File: src/hdl/fcr_pkg.sv
// fcr_pkg: shared types and byte codes for the framed command receiver
// used by fcr_decode and framed_command_receiver; no dependencies
package fcr_pkg;

  localparam logic [7:0] BYTE_STX = 8'h02;
  localparam logic [7:0] BYTE_LF  = 8'h0A;
  localparam logic [7:0] BYTE_CR  = 8'h0D;

  localparam int unsigned CountWidth = 16;

  typedef enum logic [2:0] {
    PH_WAIT_STX = 3'd0,
    PH_LEN_HI   = 3'd1,
    PH_LEN_LO   = 3'd2,
    PH_INSTR    = 3'd3,
    PH_DATA     = 3'd4
  } phase_e;

  typedef struct packed {
    logic write_enable;
    logic line_done;
    logic frame_done;
    logic overflow;
  } flags_t;

endpackage

File: src/hdl/fcr_decode.sv
// fcr_decode: per-byte decision logic, next receiver state and buffer write
// depends on fcr_pkg
module fcr_decode #(
  parameter int unsigned BUF_DEPTH = 1024,
  parameter int unsigned AW        = $clog2(BUF_DEPTH),
  parameter int unsigned PW        = $clog2(BUF_DEPTH + 1)
) (
  input  logic [7:0]                    rx_byte_i,
  input  logic [PW-1:0]                 wpos_i,
  input  logic                          line_mode_i,
  input  fcr_pkg::phase_e               phase_i,
  input  logic [fcr_pkg::CountWidth-1:0] count_i,
  output logic [PW-1:0]                 wpos_o,
  output logic                          line_mode_o,
  output fcr_pkg::phase_e               phase_o,
  output logic [fcr_pkg::CountWidth-1:0] count_o,
  output fcr_pkg::flags_t               flags_o,
  output logic [AW-1:0]                 write_addr_o,
  output logic [7:0]                    write_data_o,
  output logic [PW-1:0]                 line_length_o
);
  import fcr_pkg::*;

  localparam logic [PW-1:0] DepthW = PW'(BUF_DEPTH);

  logic                  full;
  logic                  do_store;
  logic                  rewind;
  logic [CountWidth-1:0] count_dec;

  assign full      = (wpos_i == DepthW);
  assign count_dec = count_i - CountWidth'(1);

  always_comb begin
    do_store      = 1'b0;
    rewind        = 1'b0;
    line_mode_o   = line_mode_i;
    phase_o       = phase_i;
    count_o       = count_i;
    flags_o       = '0;
    line_length_o = '0;

    if (line_mode_i && rx_byte_i == BYTE_CR) begin
      // cr ends the line; frame phase is not looked at
      flags_o.line_done = 1'b1;
      line_length_o     = full ? wpos_i : wpos_i + PW'(1);
      do_store          = 1'b1;
      rewind            = 1'b1;
    end else begin
      if (line_mode_i) begin
        if (rx_byte_i == BYTE_LF) begin
          rewind = 1'b1;
        end else begin
          do_store = 1'b1;
        end
      end
      unique case (phase_i)
        PH_LEN_HI: begin
          do_store = 1'b1;
          count_o  = {rx_byte_i, 8'h00};
          phase_o  = PH_LEN_LO;
        end
        PH_LEN_LO: begin
          do_store = 1'b1;
          count_o  = count_i | {8'h00, rx_byte_i};
          phase_o  = PH_INSTR;
        end
        PH_INSTR: begin
          do_store = 1'b1;
          phase_o  = PH_DATA;
        end
        PH_DATA: begin
          do_store = 1'b1;
          count_o  = count_dec;
          if (count_dec == '0) begin
            flags_o.frame_done = 1'b1;
            line_mode_o        = 1'b1;
            phase_o            = PH_WAIT_STX;
          end
        end
        default: begin
          if (rx_byte_i == BYTE_STX) begin
            phase_o     = PH_LEN_HI;
            line_mode_o = 1'b0;
          end else begin
            phase_o = PH_WAIT_STX;
          end
        end
      endcase
    end

    flags_o.write_enable = do_store && !full;
    flags_o.overflow     = do_store && full;
  end

  assign write_addr_o = flags_o.write_enable ? wpos_i[AW-1:0] : '0;
  assign write_data_o = flags_o.write_enable ? rx_byte_i : 8'h00;
  assign wpos_o       = rewind ? '0 :
                        (flags_o.write_enable ? wpos_i + PW'(1) : wpos_i);

endmodule

File: src/hdl/framed_command_receiver.sv
// framed_command_receiver: top level, input stage, receiver state and result register
// depends on fcr_pkg and fcr_decode
//
// Takes one serial byte per item and returns one result item per byte: a buffer
// write (enable, address, data) plus line_done, line_length, overflow and, on
// tlast, frame_done. Sustains one item per clock while the output is not
// back-pressured. The byte lands in the input stage register when accepted; the
// result register then loads from it, with the receiver state update, once the
// output stage is free. Both registers advance under back-pressure only when the
// next stage is free.
module framed_command_receiver #(
  parameter int unsigned BUF_DEPTH = 1024,
  parameter int unsigned AW        = $clog2(BUF_DEPTH),
  parameter int unsigned PW        = $clog2(BUF_DEPTH + 1),
  parameter int unsigned OUT_W     = ((11 + AW + PW + 7) / 8) * 8
) (
  input  logic             clk_i,
  input  logic             rst_ni,
  input  logic             s_axis_tvalid,
  output logic             s_axis_tready,
  input  logic [7:0]       s_axis_tdata,  // rx_byte
  output logic             m_axis_tvalid,
  input  logic             m_axis_tready,
  // write_enable, write_addr, write_data, line_done, line_length, overflow, zero pad
  output logic [OUT_W-1:0] m_axis_tdata,
  output logic             m_axis_tlast   // frame_done
);
  import fcr_pkg::*;

  localparam int unsigned PackW = 11 + AW + PW;

  logic                  in_valid_q;
  logic [7:0]            in_byte_q;
  logic                  out_valid_q;
  logic [OUT_W-1:0]      out_data_q;
  logic                  out_last_q;
  logic [PW-1:0]         wpos_q, wpos_d;
  logic                  line_mode_q, line_mode_d;
  phase_e                phase_q, phase_d;
  logic [CountWidth-1:0] count_q, count_d;

  flags_t                flags;
  logic [AW-1:0]         write_addr;
  logic [7:0]            write_data;
  logic [PW-1:0]         line_length;
  logic                  advance;
  logic [PackW-1:0]      packed_result;

  assign advance       = in_valid_q && (!out_valid_q || m_axis_tready);
  assign s_axis_tready = !in_valid_q || advance;

  fcr_decode #(
    .BUF_DEPTH(BUF_DEPTH),
    .AW       (AW),
    .PW       (PW)
  ) u_decode (
    .rx_byte_i    (in_byte_q),
    .wpos_i       (wpos_q),
    .line_mode_i  (line_mode_q),
    .phase_i      (phase_q),
    .count_i      (count_q),
    .wpos_o       (wpos_d),
    .line_mode_o  (line_mode_d),
    .phase_o      (phase_d),
    .count_o      (count_d),
    .flags_o      (flags),
    .write_addr_o (write_addr),
    .write_data_o (write_data),
    .line_length_o(line_length)
  );

  assign packed_result = {flags.overflow, line_length, flags.line_done,
                          write_data, write_addr, flags.write_enable};

  always_ff @(posedge clk_i or negedge rst_ni) begin
    if (!rst_ni) begin
      in_valid_q  <= 1'b0;
      out_valid_q <= 1'b0;
      wpos_q      <= '0;
      line_mode_q <= 1'b1;
      phase_q     <= PH_WAIT_STX;
      count_q     <= '0;
    end else begin
      if (s_axis_tready) begin
        in_valid_q <= s_axis_tvalid;
      end
      if (advance) begin
        out_valid_q <= 1'b1;
        wpos_q      <= wpos_d;
        line_mode_q <= line_mode_d;
        phase_q     <= phase_d;
        count_q     <= count_d;
      end else if (m_axis_tready) begin
        out_valid_q <= 1'b0;
      end
    end
  end

  always_ff @(posedge clk_i) begin
    if (s_axis_tready && s_axis_tvalid) begin
      in_byte_q <= s_axis_tdata;
    end
    if (advance) begin
      out_data_q <= OUT_W'(packed_result);
      out_last_q <= flags.frame_done;
    end
  end

  assign m_axis_tvalid = out_valid_q;
  assign m_axis_tdata  = out_data_q;
  assign m_axis_tlast  = out_last_q;

  // line mode and the wait-for-stx phase always go together
  assert property (@(posedge clk_i) disable iff (!rst_ni)
    line_mode_q == (phase_q == PH_WAIT_STX))
    else $error("line mode and frame phase disagree");

  // a dropped store never also writes
  assert property (@(posedge clk_i) disable iff (!rst_ni)
    advance |=> !(out_data_q[0] && out_data_q[PackW-1]))
    else $error("overflow together with write enable");

  // line length only on a line end
  assert property (@(posedge clk_i) disable iff (!rst_ni)
    advance && !flags.line_done |=> out_data_q[PackW-2 -: PW] == '0)
    else $error("line length without line end");

  // a line end and a frame end never share an item
  assert property (@(posedge clk_i) disable iff (!rst_ni)
    advance |-> !(flags.line_done && flags.frame_done))
    else $error("line and frame end together");

  // the write position never passes the buffer depth
  assert property (@(posedge clk_i) disable iff (!rst_ni)
    wpos_q <= PW'(BUF_DEPTH))
    else $error("write position beyond buffer");

endmodule
File: config.mk
export PLATFORM = sky130hd
export DESIGN_NAME = framed_command_receiver
export DESIGN_NICKNAME = d
export VERILOG_FILES = /design/src/hdl/fcr_pkg.sv /design/src/hdl/fcr_decode.sv /design/src/hdl/framed_command_receiver.sv
export SDC_FILE = /design/constraint.sdc
export NUM_CORES = 1
export LEC_CHECK = 0
export ABC_AREA = 1
export BUFFER_PORTS_ARGS = -buffer_cell sky130_fd_sc_hd__buf_4
export CAP_MARGIN = 20
export CORE_AREA = 2 2 94 96
export DETAILED_ROUTE_END_ITERATION = 12
export DIE_AREA = 0 0 96 98
export SYNTH_ARGS = -nofsm -noshare
export SYNTH_HDL_FRONTEND = slang
export SYNTH_SLANG_ARGS = --single-unit
File: constraint.sdc
create_clock -name clk_i -period 4.2 [get_ports clk_i]
set_clock_uncertainty 0.05 [all_clocks]
set_input_delay 0.84 -clock clk_i [delete_from_list [all_inputs] [get_ports clk_i]]
set_output_delay 0.84 -clock clk_i [all_outputs]
set_load 0.1 [all_outputs]
==> results of run 1 <==
==> metrics by stage <==
stage	cells	utilization
global route	581	0.508
floorplan	416	-
detailed placement	565	0.486
global placement	565	0.486
CTS	581	0.508
finish	581	0.508
==> routing by layer <==
metal | vias up | GRT usage | part of all wire
li1 | 1473 | - | -
met1 | 1341 | 0.260 | 0.46
met2 | 75 | 0.284 | 0.47
met3 | 10 | 0.0409 | 0.053
met4 | 0 | 0.0626 | 0.016
met5 | - | 0 | 0
==> placed cells by master (no fill, tap or decap) <==
cell type,count
sky130_fd_sc_hd__a21oi_4,1
sky130_fd_sc_hd__o21ai_0,29
sky130_fd_sc_hd__ha_1,4
sky130_fd_sc_hd__clkinv_1,2
sky130_fd_sc_hd__clkinvlp_4,3
sky130_fd_sc_hd__xnor2_1,1
sky130_fd_sc_hd__o2111ai_1,1
sky130_fd_sc_hd__a21oi_1,6
sky130_fd_sc_hd__dfstp_2,1
sky130_fd_sc_hd__nor2_1,76
sky130_fd_sc_hd__nor2_2,1
sky130_fd_sc_hd__nand4_2,1
sky130_fd_sc_hd__buf_4,48
sky130_fd_sc_hd__dfrtp_1,32
sky130_fd_sc_hd__bufinv_16,1
sky130_fd_sc_hd__inv_6,1
sky130_fd_sc_hd__nor4_1,1
sky130_fd_sc_hd__nor3_2,1
sky130_fd_sc_hd__nand4_1,6
sky130_fd_sc_hd__inv_2,2
sky130_fd_sc_hd__nand3_1,20
sky130_fd_sc_hd__nand3b_1,1
sky130_fd_sc_hd__edfxtp_1,41
sky130_fd_sc_hd__xor2_1,8
sky130_fd_sc_hd__inv_1,54
sky130_fd_sc_hd__o21ai_4,1
sky130_fd_sc_hd__nand2_2,2
sky130_fd_sc_hd__o21ai_1,3
sky130_fd_sc_hd__o22ai_1,13
sky130_fd_sc_hd__nor4_4,1
sky130_fd_sc_hd__clkbuf_8,9
sky130_fd_sc_hd__nand2_1,93
sky130_fd_sc_hd__nor3_1,4
sky130_fd_sc_hd__a22oi_1,5
==> cell usage after synthesis, types with 3 or more instances <==
master,n,area (um^2)
sky130_fd_sc_hd__nand2_1,93,349
sky130_fd_sc_hd__dfrtp_1,32,801
sky130_fd_sc_hd__o21ai_0,29,145
sky130_fd_sc_hd__o22ai_1,13,81.3
sky130_fd_sc_hd__nand3_1,20,100
sky130_fd_sc_hd__xor2_1,8,70.1
sky130_fd_sc_hd__inv_1,54,203
sky130_fd_sc_hd__ha_1,4,50.1
sky130_fd_sc_hd__nand4_1,6,37.5
sky130_fd_sc_hd__a21oi_1,6,30.0
sky130_fd_sc_hd__edfxtp_1,41,1230
sky130_fd_sc_hd__buf_2,4,20.0
sky130_fd_sc_hd__nor2_1,76,285
sky130_fd_sc_hd__nor3_1,4,20.0
sky130_fd_sc_hd__a22oi_1,5,37.5
sky130_fd_sc_hd__o21ai_1,3,15.0
==> logic make-up after synthesis <==
| family | after synthesis | share of synthesized area |
|---|---|---|
| DFF | 74 | 0.564 |
| adders and majority gates | 4 | 0.0137 |
| AOI/OAI and AO/OA | 59 | 0.0960 |
| and+or+nand+nor | 207 | 0.238 |
| xor gates and xnor gates | 9 | 0.0216 |
| buffers and inverters | 63 | 0.0672 |
==> power by group through the flow <==
stage	combinational (mW)	clock, mW	sequential [mW]
2_1_floorplan	0.859	0	1.59
4_1_cts	1.67	0.566	1.14
5_1_grt	1.84	0.602	1.16
6_report	1.66	0.553	1.14
3_5_place_dp	1.66	0	1.15
3_3_place_gp	1.65	0	1.15
==> sequential cells by signal, indices dropped and copies added (netlist names) <==
register and cells:
m_axis_tlast 1, line_mode_q 1, wpos_q 11, m_axis_tvalid 1, count_q 16, in_valid_q 1
in_byte_q 8, m_axis_tdata 32, phase_q 3
==> cell type report <==
| class | count | area [um^2] |
|---|---|---|
| inverter | 56 | 210 |
| sequential | 74 | 2060 |
| fill | 830 | 4160 |
| tap | 108 | 135 |
| multi-input combinational | 279 | 1350 |
| timing repair buffer | 48 | 360 |
| clock buffer | 9 | 124 |
| clock inverter | 7 | 68.8 |
==> how the worst max path moves through the flow <==
stage,start,to
2_1_floorplan,m_axis_tvalid,s_axis_tready
3_3_place_gp,phase_q[0],wpos_q[7]
3_5_place_dp,phase_q[0],wpos_q[9]
4_1_cts,phase_q[0],wpos_q[9]
5_1_grt,phase_q[0],wpos_q[9]
6_report,phase_q[0],wpos_q[9]
==> metrics.yaml, run 1 <==
run_status: "complete, no violations"
cellLeakagePower_nw: 1.93
ys_async_sr_fraction: 0.446
worstPathCellList: "nor2_1 -> nand2_1 -> inv_1 -> nor2_1 -> nand2_1 -> nand2_1 -> a21oi_4 -> o21ai_0"
clockBufferDepth: 2
power-per-cell-area_nw_per_um2: 780
crit_cells: 8
crit-reg2reg-launch: "phase_q[0]"
vias_per_cell: 4.99
top_ports: 47
cts_hold_repair.buffers: 0
first_iter_violations: 187
max_clock_freq_ghz: 0.359
timing.final.ws_setup_ps: 1420
swShare: 0.499
r2r-end: "wpos_q[9]"
synthesized_flop_and_latch_total: 74
arrival_worst_endpoint_ps: 2950
seq_power_share: 0.339
number_of_endpoints_with_negative_hold_slack_in_the_final_report: 0
synth_nets: 432
port-buffer-count: 46
tightest_slew_ps: 729
seq_area_frac_synth: 0.564
p_int_mw: 1.68
mappedNetlistArea_um2: 3650
die_w_um: 96
tritoncts_clock_tree: "built"
worstSetupPathType: "reg -> reg"
grt_pass1_wl_mm: 13.4
hold_path.class: "in -> async"
remaining_drc_errors: 0
cts_made_buffers: 9
dpl_worst_slack_ps: 1390
area_growth_pct: 17.9
firstDrtPassIters: 5
synth_flop_cell: "sky130_fd_sc_hd__edfxtp_1"
layout.nets: 484
p_sw_mw: 1.67
finished_layout_cell_area_um2: 4300
number_of_enable_flip_flop_cells_after_synthesis: 41
r2r.worst_path.cells: 8
vias_in_the_first_global_route: 2779
worst_path_largest_cell_delay_ps: 520
grt.total_usage: 0.185
dieHeight_um: 98
synthesis.yosys.warnings: 0
slew_headroom: 0.513
grt_start_max_net_pins: 34
timing.setup.tns_ps: 0
core-area_um2: 8470
grt_antenna_before_repair: 0
end_kind: "flop"
post_synth_inst_count: 416
rows: 34
ant_nets: 0
fin_total_pwr_mw: 3.36
drive_above_1_share: 0.154
cp_common_cell: "sky130_fd_sc_hd__nand2_1"
initial_core_util: 0.431
placed_cell_area_um2: 4110
timing.critical_path.slowest_stage_cell: "sky130_fd_sc_hd__a21oi_4"
die_area_um2: 9410
drt-wirelength-per-cell_um: 13.7
reg2reg_slack_ps: 1420
postCtsResizedCells: 0
insertion_delay_ps: 350
wirelength_mm: 7.95
clock_sinks: 74
cp_top_family: "simple AND/OR/NAND/NOR gates"
crit_buf_inv: 1
overflow: 0
p_clk_frac: 0.165
max-cap-violations: 0
worst_ir_drop_vdd_v: 0.000251
final.min_clock_period_ps: 2780
num_antenna_cells: 0
gp_congestion: 0.868
ctsRootBufferMaster: "sky130_fd_sc_hd__clkbuf_8"
maxSlewViolCount: 0
detailed_place_hpwl_mm: 5.86
dr_total_vias: 2899
post-route-period-util: 0.662
post-cts-setup-buffer-count: 0
clk_transition_reported_paths_ps: 80
ys_types: 31
comb_power_share: 0.496
path_max_fanout: 21
fin_worst_hold_slack_ps: 372
finalSetupViolCount: 0
rsz0062_at_grt: "false"
syn_avg_cell_area_um2: 8.78
cts_htree_levels: 3
critical_path_required_ps: 4370
startpoint_type: "flop"
Power figures use the tool's default switching activity.
==> inputs of run 2 (changes only) <==
--- a/config.mk
+++ b/config.mk
@@ -5,12 +5,13 @@
 export SDC_FILE = /design/constraint.sdc
 export NUM_CORES = 1
 export LEC_CHECK = 0
-export ABC_AREA = 1
+export ABC_AREA = 0
 export BUFFER_PORTS_ARGS = -buffer_cell sky130_fd_sc_hd__buf_4
 export CAP_MARGIN = 20
-export CORE_AREA = 2 2 94 96
+export CORE_AREA = 2 2 97 99
 export DETAILED_ROUTE_END_ITERATION = 12
-export DIE_AREA = 0 0 96 98
+export DIE_AREA = 0 0 99 101
+export PLACE_DENSITY = 0.65
 export SYNTH_ARGS = -nofsm -noshare
 export SYNTH_HDL_FRONTEND = slang
 export SYNTH_SLANG_ARGS = --single-unit
==> constraint.sdc (replaced) <==
create_clock -name clk_i -period 2.45 [get_ports clk_i]
set_clock_uncertainty 0.05 [all_clocks]
set_input_delay 0.49 -clock clk_i [delete_from_list [all_inputs] [get_ports clk_i]]
set_output_delay 0.49 -clock clk_i [all_outputs]
set_load 0.1 [all_outputs]
==> metrics.yaml, run 2 <==
run_status: "complete, no violations"
cts_hold_repair.buffers: 0  # unchanged
dpl_worst_slack_ps: 14.6  # -1370 ps
ys_async_sr_fraction: 0.446  # unchanged
synth_flop_cell: "sky130_fd_sc_hd__edfxtp_1"
firstDrtPassIters: 5  # unchanged
ant_nets: 0  # unchanged
vias_per_cell: 5.83  # +17%
end_kind: "flop"
worst_ir_drop_vdd_v: 0.000575  # +130%
final.min_clock_period_ps: 2310  # -470 ps
clk_transition_reported_paths_ps: 80  # about the same
number_of_endpoints_with_negative_hold_slack_in_the_final_report: 0  # unchanged
fin_worst_hold_slack_ps: 36.3  # -336 ps
die_w_um: 99  # +3.1%
area_growth_pct: 20.4
post-synth-top-area-fraction: 0.316  # -0.0209
grt_antenna_before_repair: 0  # unchanged
first_iter_violations: 180  # -3.7%
tightest_slew_ps: 557  # -171 ps
layout.nets: 457  # -5.6%
mappedNetlistArea_um2: 3890  # +6.6%
cellLeakagePower_nw: 1.86  # -3.9%
synth_nets: 401  # -7.2%
ctsRootBufferMaster: "sky130_fd_sc_hd__clkbuf_8"
reg2reg_slack_ps: 140  # -1280 ps
gp_congestion: 0.952  # +9.7%
synthesis.yosys.warnings: 0  # unchanged
path_max_fanout: 8  # -62%
top_ports: 47  # unchanged
startpoint_type: "flop"
die_area_um2: 10000  # +6.3%
seq_area_frac_synth: 0.529  # -0.0350
timing.final.ws_setup_ps: 138  # -1280 ps
drive_above_1_share: 0.233  # +0.0788
drt-wirelength-per-cell_um: 16.7  # +22%
worstSetupPathType: "reg -> reg"
ys_top_cells_by_area: "sky130_fd_sc_hd__edfxtp_1 (32%), sky130_fd_sc_hd__dfrtp_1 (21%), sky130_fd_sc_hd__nor2_1 (4.5%)"
power-per-cell-area_nw_per_um2: 1230  # +58%
post-route-period-util: 0.944  # +0.281
hold_path.class: "in -> async"
clock_sinks: 74  # unchanged
cts_made_buffers: 9  # unchanged
largest_reg_flops: 32  # unchanged
initial_core_util: 0.434  # +0.00231
remaining_drc_errors: 0  # unchanged
synthesized_flop_and_latch_total: 74  # unchanged
ys_types: 62  # +100%
final_cell_mix: "sky130_fd_sc_hd__buf_4 (69), sky130_fd_sc_hd__nor2_1 (47), sky130_fd_sc_hd__edfxtp_1 (41)"
grt_pass1_wl_mm: 15.3  # +14%
synth_top_cells_by_count: "sky130_fd_sc_hd__nor2_1 (47), sky130_fd_sc_hd__edfxtp_1 (41), sky130_fd_sc_hd__dfrtp_1 (32)"
rows: 35  # +2.9%
clockBufferDepth: 2  # unchanged
number_of_enable_flip_flop_cells_after_synthesis: 41  # unchanged
fin_total_pwr_mw: 5.77  # +72%
max-cap-violations: 0  # unchanged
cts_htree_levels: 3  # unchanged
finalSetupViolCount: 0  # unchanged
tritoncts_clock_tree: "built"
num_antenna_cells: 0  # unchanged
slew_headroom: 0.627  # +0.114
overflow: 0  # unchanged
dr_total_vias: 3250  # +12%
port-buffer-count: 46  # unchanged
core-area_um2: 8980  # +6.0%
yosys.area.top_type: "sky130_fd_sc_hd__edfxtp_1"
syn_avg_cell_area_um2: 10.1  # +15%
grt.total_usage: 0.196  # +0.0110
grt_start_max_net_pins: 34  # unchanged
max_clock_freq_ghz: 0.432  # +20%
timing.setup.tns_ps: 0  # unchanged
critical_path_required_ps: 2650  # -1720 ps
wirelength_mm: 9.28  # +17%
dieHeight_um: 101  # +3.1%
arrival_worst_endpoint_ps: 2510  # -440 ps
post-synth-top-count-cell: "sky130_fd_sc_hd__nor2_1"
post_synth_inst_count: 385  # -7.5%
detailed_place_hpwl_mm: 6.72  # +15%
maxSlewViolCount: 0  # unchanged
insertion_delay_ps: 350  # about the same
vias_in_the_first_global_route: 2998  # +7.9%
final_common_cell: "sky130_fd_sc_hd__buf_4"
==> run 2: cell types whose count changed after synthesis, sizes merged, moves of 7 or more <==
| cell | change |
|---|---|
| and3 | +11 |
| inv | -46 |
| nor2 | -30 |
| clkbuf | +10 |
| a21oi | +11 |
| o22ai | -11 |
| nand3 | -9 |
| xnor2 | +8 |
| nand2 | -64 |
| and2 | +9 |
| nand2b | +7 |
| buf | +8 |
==> run 2: timing repair <==
| action | in CTS | in global routing |
|---|---|---|
| pin swaps | 0 | 1 |
| setup endpoints to repair | 1 | 12 |
| gates resized for setup | 1 | 4 |
| buffers inserted | 0 | 2 |
==> run 2: kinds of logic (layout without fill, tap and decap cells) <==
family                     after synthesis  count (layout)  share of synthesized area
AOI/OAI and AO/OA                       96              96                      0.157
adders and majority gates                4               4                     0.0129
xor gates and xnor gates                13              13                     0.0293
buffers and inverters                   36              97                     0.0411
muxes                                    1               1                    0.00289
and+or+nand+nor                        161             161                      0.228
DFF                                     74              74                      0.529
==> run 2: layout make-up <==
type	count	area, um^2
timing repair buffer	70	529
multi-input combinational	275	1700
sequential	74	2060
fill	791	4290
tap	111	139
clock buffer	10	128
inverter	11	42.5
clock inverter	6	90.1
==> run 2: worst max-delay path, cell delays in order (launching register included) <==
cell and delay (ps):
sky130_fd_sc_hd__dfrtp_1 410, sky130_fd_sc_hd__nor2_1 450, sky130_fd_sc_hd__nand4_2 270, sky130_fd_sc_hd__nor3b_2 250, sky130_fd_sc_hd__a211oi_1 70, sky130_fd_sc_hd__or4_4 510, sky130_fd_sc_hd__a21o_1 190
==> run 2: path summary, 6_finish.rpt <==
kind / endpoint / startpoint / cells past startpoint
worst min register to register: m_axis_tvalid / in_valid_q / 1
worst max-delay path: phase_q[2] / count_q[0] / 6
max in group asynchronous: line_mode_q / rst_ni / 1
min in group clk_i: in_byte_q[0] / s_axis_tdata[0] / 1
worst max register to register: phase_q[2] / count_q[0] / 6
worst min-delay path: count_q[14] / rst_ni / 1
==> run 2: stage by stage <==
stage	util	area, um^2	std cells
after floorplan	-	3900	385
after detailed placement	0.493	4430	539
after global routing	0.522	4690	557
final	0.522	4690	557
after CTS	0.518	4650	555
after global placement	0.493	4430	539
==> run 2: report_power, final <==
| part | internal [mW] | total [mW] | switching, mW | leakage (nW) |
|---|---|---|---|---|
| registers | 1.66 | 2.02 | 0.359 | 0.818 |
| logic | 0.891 | 2.71 | 1.82 | 0.932 |
| clock network | 0.577 | 1.04 | 0.465 | 0.107 |
==> run 2: layer usage <==
layer,global-route usage,wire (um)
met1,0.279,4270
met2,0.286,4050
met5,0,0
met4,0.0727,179
met3,0.0548,781
==> inputs of run 3 (changes only) <==
==> config.mk (replaced) <==
export PLATFORM = sky130hd
export DESIGN_NAME = framed_command_receiver
export DESIGN_NICKNAME = d
export VERILOG_FILES = /design/src/hdl/fcr_pkg.sv /design/src/hdl/fcr_decode.sv /design/src/hdl/framed_command_receiver.sv
export SDC_FILE = /design/constraint.sdc
export NUM_CORES = 1
export LEC_CHECK = 0
export ABC_AREA = 1
export CAP_MARGIN = 20
export CORE_AREA = 2 2 94 96
export DETAILED_ROUTE_END_ITERATION = 12
export DIE_AREA = 0 0 96 98
export DONT_BUFFER_PORTS = 1
export SYNTH_ARGS = -nofsm -noshare
export SYNTH_HDL_FRONTEND = slang
export SYNTH_SLANG_ARGS = --single-unit
==> metrics.yaml, run 3 (synthesized netlist as in run 1, its figures left out) <==
dp_cells: 556  # +3.2%
final_cell_mix: "sky130_fd_sc_hd__nand2_1 (93), sky130_fd_sc_hd__nor2_1 (75), sky130_fd_sc_hd__inv_1 (54)"
finalSetupViolCount: 0  # unchanged
timing.final.ws_setup_ps: 249  # +111 ps
clk_transition_reported_paths_ps: 80  # about the same
layoutNonFillerInstCount: 574  # +3.1%
die_w_um: 96  # -3.0%
port-buffer-count: 0  # -100%
maxSlewViolCount: 0  # unchanged
critical_path_required_ps: 2500  # -150 ps
post-route-period-util: 0.898  # -0.0453
remaining_drc_errors: 0  # unchanged
clockBufferDepth: 2  # unchanged
end_kind: "flop"
drt-wirelength-per-cell_um: 13.8  # -17%
max-cap-violations: 0  # unchanged
num-fill-cells: 815  # +3.0%
rows: 34  # -2.9%
tightest_slew_ps: 535  # -22.3 ps
power-per-cell-area_nw_per_um2: 1350  # +10%
wirelength_mm: 7.90  # -15%
grt_pass1_wl_mm: 13.3  # -13%
area_growth_pct: 17.1
grt_antenna_before_repair: 0  # unchanged
number_of_endpoints_with_negative_hold_slack_in_the_final_report: 0  # unchanged
detailed_place_hpwl_mm: 5.87  # -13%
dpl_worst_slack_ps: 257  # +242 ps
worst_ir_drop_vdd_v: 0.000556  # -3.4%
firstDrtPassIters: 5  # unchanged
core-area_um2: 8470  # -5.7%
sequential_cell_area_um2: 2060  # about the same
final.min_clock_period_ps: 2200  # -111 ps
initial_core_util: 0.431  # -0.00231
largest_reg_flops: 32  # unchanged
run_status: "complete, no violations"
gp_congestion: 0.926  # -2.8%
worstSetupPathType: "reg -> reg"
ctsRootBufferMaster: "sky130_fd_sc_hd__clkbuf_8"
tritoncts_clock_tree: "built"
die_area_um2: 9410  # -5.9%
final_core_utilization: 0.505  # -0.0174
max_clock_freq_ghz: 0.454  # +5.0%
rsz0062_at_grt: "false"
layout.nets: 477  # +4.4%
finished_layout_cell_area_um2: 4270  # -8.8%
clock_sinks: 74  # unchanged
dieHeight_um: 98  # -3.0%
final_common_cell: "sky130_fd_sc_hd__nand2_1"
vias_in_the_first_global_route: 2851  # -4.9%
startpoint_type: "flop"
top_ports: 47  # unchanged
insertion_delay_ps: 350  # about the same
cellLeakagePower_nw: 1.91  # +3.0%
placed_cell_area_um2: 4050  # -8.6%
grt.total_usage: 0.185  # -0.0112
dr_total_vias: 2945  # -9.4%
vias_per_cell: 5.13  # -12%
overflow: 0  # unchanged
cts_made_buffers: 9  # unchanged
timing.setup.tns_ps: 0  # unchanged
cts_htree_levels: 3  # unchanged
num_antenna_cells: 0  # unchanged
grt_start_max_net_pins: 39  # +15%
multi_input_gate_area_um2: 1360  # -20%
ant_nets: 0  # unchanged
slew_headroom: 0.641  # +0.0143
arrival_worst_endpoint_ps: 2250  # -260 ps
first_iter_violations: 175  # -2.8%
fin_worst_hold_slack_ps: 183  # +147 ps
drive_above_1_share: 0.146  # -0.0873
path_max_fanout: 12  # +4
hold_path.class: "in -> reg"
fin_total_pwr_mw: 5.79  # +0.31%
## run 3: path summary, 6_finish.rpt
path,startpoint,to,slack [ps],cells past startpoint
max,in_byte_q[7],m_axis_tdata[8],250,7
min,s_axis_tdata[7],in_byte_q[7],180,0
max reg2reg,in_byte_q[7],m_axis_tdata[8],250,7
min reg2reg,line_mode_q,line_mode_q,450,2
max in group asynchronous,rst_ni,line_mode_q,1540,2
min in group asynchronous,rst_ni,count_q[1],560,2
## run 3: area by class of cell
type	count	share of cell area
Clock buffer	10	0.0299
Clock inverter	6	0.0152
Inverter	56	0.0492
Multi-Input combinational cell	279	0.317
Sequential cell	74	0.482
Tap cell	108	0.0316
Timing Repair Buffer	41	0.0755
## run 3: repair_timing
item | 4_1_cts | 5_1_grt
hold buffers | 2 | 0
endpoints found under the hold margin | 33 | 0
gates resized for setup | 0 | 2
setup buffers | 0 | 0
endpoints found under the setup margin | 0 | 4
## run 3: power by group
group / total [mW] / switching [mW] / internal (mW)
logic: 2.90 / 2.18 / 0.719
clock network: 0.929 / 0.457 / 0.472
registers: 1.96 / 0.250 / 1.71
## run 3: routing by layer
layer / vias to the layer above / track usage / wire length (um)
met5: - / 0 / 0
met4: 0 / 0.0989 / 239
met3: 24 / 0.0324 / 403
met2: 96 / 0.284 / 3690
met1: 1365 / 0.248 / 3570
li1: 1460 / - / -
## run 3: worst max-delay path, cell delays in order (launching register included)
cell and delay (ps):
sky130_fd_sc_hd__edfxtp_1 500, sky130_fd_sc_hd__nor4_4 370, sky130_fd_sc_hd__nand4_2 180, sky130_fd_sc_hd__nand2_1 120, sky130_fd_sc_hd__nand2_1 50, sky130_fd_sc_hd__nand2_1 350, sky130_fd_sc_hd__buf_4 270, sky130_fd_sc_hd__nor2_1 60
